`src/rtl/core/hcc_pkg.sv`:
```
// ----------------------------------------------------------------------------
// hcc_pkg
// Shared types, constants and a hex-decode helper for the HTTP chunk header checker.
// ----------------------------------------------------------------------------
`timescale 1ns / 1ps
`default_nettype none

package hcc_pkg;

  localparam int unsigned MaxHexDigits = 16;
  localparam int unsigned SizeW        = 64;
  localparam int unsigned OffsetW      = 5;

  localparam logic [7:0] CharCr = 8'h0d;
  localparam logic [7:0] CharLf = 8'h0a;

  typedef enum logic [1:0] {
    ST_NEED     = 2'd0,
    ST_ERROR    = 2'd1,
    ST_COMPLETE = 2'd2
  } status_e;

  typedef struct packed {
    status_e              status;
    logic [OffsetW-1:0]   offset;
    logic [SizeW-1:0]     size;
  } result_t;

  typedef struct packed {
    logic       ok;
    logic [3:0] val;
  } hex_t;

  function automatic hex_t hex_decode(input logic [7:0] b);
    hex_t h;
    h.ok  = 1'b0;
    h.val = 4'd0;
    if (b >= 8'h30 && b <= 8'h39) begin
      h.ok  = 1'b1;
      h.val = 4'(b - 8'h30);
    end else if (b >= 8'h61 && b <= 8'h66) begin
      h.ok  = 1'b1;
      h.val = 4'(b - 8'h57);
    end else if (b >= 8'h41 && b <= 8'h46) begin
      h.ok  = 1'b1;
      h.val = 4'(b - 8'h37);
    end
    return h;
  endfunction

endpackage

`default_nettype wire

```
`src/rtl/core/hcc_parse.sv`:
```
// ----------------------------------------------------------------------------
// hcc_parse
// Chunk framing state and per-byte verdict logic.
// ----------------------------------------------------------------------------
`timescale 1ns / 1ps
`default_nettype none

module hcc_parse (
  input  wire logic            clk_i,
  input  wire logic            rst_ni,
  input  wire logic            step_i,
  input  wire logic [7:0]      data_byte_i,
  input  wire logic            start_of_buffer_i,
  output hcc_pkg::result_t     result_o
);
  import hcc_pkg::*;

  typedef enum logic [2:0] {
    PH_FIRST   = 3'd0,
    PH_DIGITS  = 3'd1,
    PH_LF      = 3'd2,
    PH_DOOMED  = 3'd3,
    PH_PAYLOAD = 3'd4,
    PH_SUFFIX1 = 3'd5,
    PH_SUFFIX2 = 3'd6,
    PH_ERROR   = 3'd7
  } phase_e;

  localparam logic [OffsetW-1:0] DigitMax = OffsetW'(MaxHexDigits);

  phase_e             phase_q, phase_d, phase_c;
  logic [OffsetW-1:0] dcnt_q, dcnt_d, dcnt_c;
  logic [SizeW-1:0]   acc_q, acc_d, acc_c;
  logic [SizeW-1:0]   pcnt_q, pcnt_d, pcnt_c, pcnt_inc;
  logic               crok_q, crok_d, crok_c;
  hex_t               hex;
  result_t            res;

  always_comb begin
    hex     = hex_decode(data_byte_i);
    phase_c = start_of_buffer_i ? PH_FIRST : phase_q;
    dcnt_c  = start_of_buffer_i ? '0 : dcnt_q;
    acc_c   = start_of_buffer_i ? '0 : acc_q;
    pcnt_c  = start_of_buffer_i ? '0 : pcnt_q;
    crok_c  = start_of_buffer_i ? 1'b0 : crok_q;
    pcnt_inc = pcnt_c + SizeW'(1);

    phase_d    = phase_c;
    dcnt_d     = dcnt_c;
    acc_d      = acc_c;
    pcnt_d     = pcnt_c;
    crok_d     = crok_c;
    res.status = ST_NEED;
    res.offset = '0;
    res.size   = '0;

    case (phase_c)
      PH_FIRST: begin
        if (!hex.ok) begin
          phase_d = PH_ERROR;
        end else begin
          acc_d   = SizeW'(hex.val);
          dcnt_d  = OffsetW'(1);
          phase_d = PH_DIGITS;
        end
      end
      PH_DIGITS: begin
        if (hex.ok && dcnt_c < DigitMax) begin
          acc_d  = {acc_c[SizeW-5:0], hex.val};
          dcnt_d = dcnt_c + OffsetW'(1);
        end else if (data_byte_i == CharCr) begin
          phase_d = PH_LF;
        end else begin
          phase_d = PH_DOOMED;
        end
      end
      PH_LF: begin
        if (data_byte_i != CharLf) begin
          phase_d = PH_ERROR;
        end else if (acc_c == '0) begin
          res.status = ST_COMPLETE;
          res.offset = dcnt_c + OffsetW'(2);
          phase_d    = PH_FIRST;
          dcnt_d     = '0;
          acc_d      = '0;
          pcnt_d     = '0;
          crok_d     = 1'b0;
        end else begin
          pcnt_d  = '0;
          phase_d = PH_PAYLOAD;
        end
      end
      PH_PAYLOAD: begin
        pcnt_d = pcnt_inc;
        if (pcnt_inc == acc_c) phase_d = PH_SUFFIX1;
      end
      PH_SUFFIX1: begin
        crok_d  = (data_byte_i == CharCr);
        phase_d = PH_SUFFIX2;
      end
      PH_SUFFIX2: begin
        if (crok_c && data_byte_i == CharLf) begin
          res.status = ST_COMPLETE;
          res.offset = dcnt_c + OffsetW'(2);
          res.size   = acc_c;
          phase_d    = PH_FIRST;
          dcnt_d     = '0;
          acc_d      = '0;
          pcnt_d     = '0;
          crok_d     = 1'b0;
        end else begin
          phase_d = PH_ERROR;
        end
      end
      default: begin
        phase_d = PH_ERROR;
      end
    endcase

    if (phase_d == PH_ERROR) begin
      res.status = ST_ERROR;
      res.offset = '0;
      res.size   = '0;
    end
  end

  assign result_o = res;

  always_ff @(posedge clk_i or negedge rst_ni) begin
    if (!rst_ni) begin
      phase_q <= PH_FIRST;
      dcnt_q  <= '0;
      acc_q   <= '0;
      pcnt_q  <= '0;
      crok_q  <= 1'b0;
    end else if (step_i) begin
      phase_q <= phase_d;
      dcnt_q  <= dcnt_d;
      acc_q   <= acc_d;
      pcnt_q  <= pcnt_d;
      crok_q  <= crok_d;
    end
  end

endmodule

`default_nettype wire

```
`config.mk`:
```
export PLATFORM = sky130hd
export DESIGN_NAME = hcc_parse
export DESIGN_NICKNAME = d
export VERILOG_FILES = /design/src/rtl/core/hcc_pkg.sv /design/src/rtl/core/hcc_parse.sv
export SDC_FILE = /design/constraint.sdc
export NUM_CORES = 1
export LEC_CHECK = 0
export BUFFER_PORTS_ARGS = -buffer_cell sky130_fd_sc_hd__buf_2
export CAP_MARGIN = 20
export CORE_ASPECT_RATIO = 0.9
export CORE_MARGIN = 2
export CORE_UTILIZATION = 25
export DETAILED_ROUTE_END_ITERATION = 10
export PLACE_DENSITY = 0.39
export SETUP_SLACK_MARGIN = 0.2
export SLEW_MARGIN = 20
export SYNTH_ARGS = -nofsm -noshare
export SYNTH_HDL_FRONTEND = slang
export SYNTH_SLANG_ARGS = --single-unit
```
`constraint.sdc`:
```
create_clock -name clk_i -period 2.9 [get_ports clk_i]
set_input_delay 0.145 -clock clk_i [delete_from_list [all_inputs] [get_ports clk_i]]
set_output_delay 0.145 -clock clk_i [all_outputs]
set_load 0.01 [all_outputs]
```
* Word level (Yosys, flattened, before mapping)
Index checks and enable logic that the tools add are counted.
Cells by class: add/subtract/negate cells 6, magnitude comparators 7, eq/ne operators 10, mux-type cells 41, reductions and logical operators 7
Operator list (number):
- $mux 64 | 10
- $pmux 64 s4 | 1
- $pmux 64 s3 | 1
- $mux 71 | 2
- $add 64x1->64 const B | 1
- $eq 64x64->1 | 1
- $logic_not 64->1 | 1
- $mux 5 | 9
- $mux 3 | 7
- $pmux 5 s4 | 1
- $pmux 3 s6 | 1
- $eq 8x4->1 const B | 2
- $ge 8x7->1 const B | 2
- $le 8x7->1 const B | 2
- $mux 7 | 2
- $pmux 7 s2 | 1
- $eq 3x3->1 const B | 4
- $ge 8x6->1 const B | 1
- $le 8x6->1 const B | 1
- $ne 8x4->1 const B | 1
- $sub 4x3->4 const B | 2
- $add 5x1->5 const B | 1
- $add 5x2->5 const B | 1
- $logic_and 1x1->1 | 5
- 7 further kinds | 11
Word-level totals: register bits after elaboration 137, input port bits 12, word-level logic and storage cells 76

* Logic depth before layout (Yosys ltp)
word-level depth 10, depth in mapped cells 15, depth with buffers taken out 11

* Least setup slack after synthesis
OpenSTA, ideal clock, no wires.
path kind register to register, start point register pcnt_q[32], end point register phase_q[0], library setup time 0.082 ns, arrival time 3.171 ns, setup slack -0.353 ns, stages on the path, launching flop included 12, period minus slack after synthesis 3.253 ns, path through dfrtp_1 -> buf_2 -> nand4b_1 -> or4_1 -> or4_1 -> clkbuf_1 -> or4_1 -> nor3b_1 -> or3_1 -> a21oi_1 -> o2111ai_1 -> a31oi_1
Between the ends: longest elaborated chain between the ends 5
Ends and longest elaborated chain:
- start: declaration | line hcc_parse.sv:34 | logic [SizeW-1:0] pcnt_q, pcnt_d, pcnt_c, pcnt_inc;
- start signal: assignment | line hcc_parse.sv:140 | pcnt_q <= pcnt_d;
- $mux 64 | line hcc_parse.sv:44 | pcnt_c = start_of_buffer_i ? '0 : pcnt_q;
- $add 64x1->64 | line hcc_parse.sv:46 | pcnt_inc = pcnt_c + SizeW'(1);
- $eq 64x64->1 | line hcc_parse.sv:95 | if (pcnt_inc == acc_c) phase_d = PH_SUFFIX1;
- $mux 3 | line hcc_parse.sv:95
- $pmux 3 s6 | line hcc_parse.sv:57 | case (phase_c)
- end signal: assignment | line hcc_parse.sv:137 | phase_q <= phase_d;
- end: declaration | line hcc_parse.sv:31 | phase_e phase_q, phase_d, phase_c;
Every way passes these cells. A chain may end at the register's enable or synchronous reset.

* Worst setup path after layout
start point register pcnt_q[6], end point register phase_q[0]
Same word-level chain as after synthesis.

==> impl_metrics.py <==
metrics = {
    "cells_and_area": {
        "post-route-util_pct": 38.6,
        "antennaDiodeCount": 0,
        "final_common_cell": "buf_4",
        "fin_area_mm2": 0.0156,
        "final_cell_mix": "336 x buf_4, 135 x dfrtp_1, 91 x nand2_1, 90 x nor2_1, 78 x buf_2",
        "nets": 1678,
        "area_delta_synth_final_pct": 52.3,
        "fillers": 4150,
        "drive_above_1_share_pct": 38.1,
        "fin_cells": 2213,
    },
    "synthesis": {
        "synth_cell_types": 74,
        "syn_area_mm2": 0.0103,
        "seq_area_frac_synth_pct": 33.4,
        "yosys_warnings": 0,
        "ys_ff_latch": 137,
        "synth_top_area_share_pct": 33.4,
        "ys.flop_type": "dfrtp_1",
        "ys_top_cells_by_area": "dfrtp_1 33%, xnor2_1 5.1%, and2_1 4.4%, a21oi_1 4.2%, o21ai_0 4.0%",
        "synth.largest_area_cell": "dfrtp_1",
        "synth_edf_count": 0,
        "synthesis.nets": 1294,
        "synth_area_per_cell_um2": 8.05,
        "synth_cells": 1276,
        "async_flop_share_pct": 100,
    },
    "floorplanning": {
        "rows": 70,
        "die_w_um": 218,
        "initial_core_util_pct": 25.3,
        "core_mm2": 0.0406,
        "die_h_um": 196,
        "ioPinCount": 83,
        "dieArea_mm2": 0.0427,
    },
    "grt": {
        "met1_usage_pct": 35.3,
        "grt_max_degree": 64,
        "track_usage_pct": 24.8,
        "grt.overflow.total": 0,
        "grt_pass1_vias": 11800,
        "top_usage_layer": "met2",
        "met3_usage_pct": 4.45,
        "met2_usage_pct": 37.8,
        "grt_pass1_wl_mm": 77.9,
        "antenna_found_initial": 0,
    },
    "placement": {
        "gp_congestion": 0.940,
        "dp_slack_ps": -736,
        "placed_cell_area_mm2": 0.0138,
        "dp_cells": 2146,
        "io_buffers": 82,
        "dpl.hpwl_mm": 38.6,
    },
    "timing": {
        "hold_violations": 0,
        "max_freq_mhz": 300,
        "setup_ws_ps": -433,
        "hold_slack_ps": 59.3,
        "slew_viol_final": 0,
        "max-slew-margin-rel_pct": 46.1,
        "setup_violations": 33,
        "timing_worst_slew_pin_value_ps": 799,
        "rsz0062_at_grt": "true",
        "finClkSkew_ps": 15.5,
        "period_minus_slack_ps": 3330,
        "finalCritPeriodShare_pct": 115,
    },
    "routing": {
        "wl_mm": 52.5,
        "drt_iter0_markers": 897,
        "ant_nets": 0,
        "routedWlPerCell_um": 23.7,
        "drtPass1Iterations": 5,
        "vias": 11900,
        "via_per_inst": 5.39,
        "drc": 0,
    },
    "critical_path": {
        "cp.required_ps": 3290,
        "arrival_ps": 3720,
        "slowest_delay_ps": 400,
        "critPathLaunchType": "register",
        "path_cells": "buf_4 > buf_4 > and4b_1 > nand4_1 > buf_4 > nor4bb_1 > buf_4 > a311oi_1 > nor3_1 > a41oi_2 > a2111oi_4 > buf_4 > and4_1 > o2111ai_2 > a31oi_1",
        "cp-end-kind": "register",
        "r2r-end": "phase_q[0]",
        "criticalPathCategory": "register to register",
        "rr_worst_depth": 15,
        "crit_fanout": 8,
        "r2r-start": "pcnt_q[6]",
        "crit_path_frequent_cell": "buf_4",
        "r2r_setup_slack_ps": -430,
        "cp_slowest_cell": "dfrtp_1",
    },
    "min_path": {
        "holdCritPathClass": "input port to register",
        "worstHoldEndpoint": "acc_q[3]",
        "min_from": "data_byte_i[3]",
        "hold_path_depth": 3,
    },
    "cts": {
        "cts_sinks": 137,
        "cts_tree": "yes",
        "numCtsBuffers": 17,
        "cts_max_path_buffers": 2,
        "htreeDepth": 4,
        "insertion_delay_ps": 460,
        "cts_root_buffer": "clkbuf_16",
        "clkTransAtPathRegs_ps": 70,
    },
    "flow_run": {
        "max_cap_viol_count": 0,
    },
    "status": {
        "status": "finished with violations",
        "violations": "setup timing",
    },
    "power_and_ir_drop": {
        "p_per_area_mw_per_mm2": 304,
        "leakagePower_nw": 6.97,
        "peakVddDrop_v": 0.000454,
    },
}
[routing by layer]
| metal | up-vias | routed length, um |
|---|---|---|
| li1 | 5493 | - |
| met1 | 5904 | 24800 |
| met2 | 444 | 23100 |
| met3 | 81 | 3060 |
| met4 | 0 | 1540 |
| met5 | - | 0 |
[power by group]
group          switching (mW)  internal [mW]  total [mW]
clock network            1.03           1.19        2.23
logic                   0.366          0.231       0.597
registers             0.00895           1.92        1.93
[cell families after synthesis]
group	share of synthesized area [%]
adder cells (fa/ha/maj)	0.731
XOR/XNOR	7.48
multiplexers	0.609
buffers and inverters	4.85
AND/OR/NAND/NOR	29.7
AO/OA/AOI/OAI	23.2
flip-flops	33.4
[critical path, delay by kind of cell (launching register included)]
kind	cells	cell delay (ps)
and+or+nand+nor	5	1130
buffers and inverters	5	840
DFF	1	400
AOI/OAI and AO/OA	5	900
[synth_stat cells, types with 5 or more instances]
library cell / n
dfrtp_1: 137
nand2_1: 97
nor2_1: 96
clkbuf_1: 88
a21oi_1: 86
o21ai_0: 83
and2_1: 73
xnor2_1: 60
nor3_1: 45
nand3_1: 42
nor4_1: 40
nand4_1: 36
o2bb2ai_1: 36
a22o_1: 31
inv_1: 27
xor2_1: 25
o31ai_1: 23
a22oi_1: 22
nor2b_1: 17
a31oi_1: 14
or3_1: 14
and3_1: 13
nand2b_1: 13
or4_1: 11
and4b_1: 10
and4_1: 8
nor3b_1: 7
o21a_1: 7
buf_1: 6
ha_1: 6
or2_2: 6
a21o_1: 5
buf_2: 5
nand4b_1: 5
o22a_1: 5
o311ai_0: 5
[final cells by class]
cell class	count	area, um^2	area share (%)
Multi-Input combinational cell	1011	7140	45.6
Clock buffer	17	425	2.72
Timing Repair Buffer	466	3740	23.9
Inverter	27	104	0.664
Clock inverter	15	139	0.888
Tap cell	540	676	4.32
Sequential cell	137	3430	21.9
[flip-flops by register name, indices dropped and copies added (netlist names)]
| signal | count |
|---|---|
| pcnt_q | 64 |
| phase_q | 3 |
| crok_q | 1 |
| acc_q | 64 |
| dcnt_q | 5 |
[worst max path at each step]
| stage | startpoint | endpoint | cells past startpoint |
|---|---|---|---|
| 5_1_grt | pcnt_q[6] | phase_q[0] | 12 |
| 2_1_floorplan | pcnt_q[32] | phase_q[0] | 11 |
| 3_3_place_gp | pcnt_q[6] | phase_q[0] | 11 |
| 4_1_cts | pcnt_q[9] | phase_q[0] | 12 |
| 3_5_place_dp | start_of_buffer_i | phase_q[0] | 14 |
| 6_report | pcnt_q[6] | phase_q[0] | 15 |
[what timing repair did]
item	in CTS	in global routing
gates cloned	6	2
resized for setup	102	81
pin swaps	82	74
hold endpoints to repair	40	0
hold buffers	1	0
endpoints found under the setup margin	85	140
buffers inserted	15	11
[per-stage QoR]
stage,setup TNS (ps),power [mW]
after CTS,-1460,4.74
after floorplan,-275,2.16
after global placement,-6270,2.39
after global routing,-9950,4.91
after detailed placement,-3630,2.38
final,-1470,4.75
Note: power is estimated with default switching activity, not from simulation.
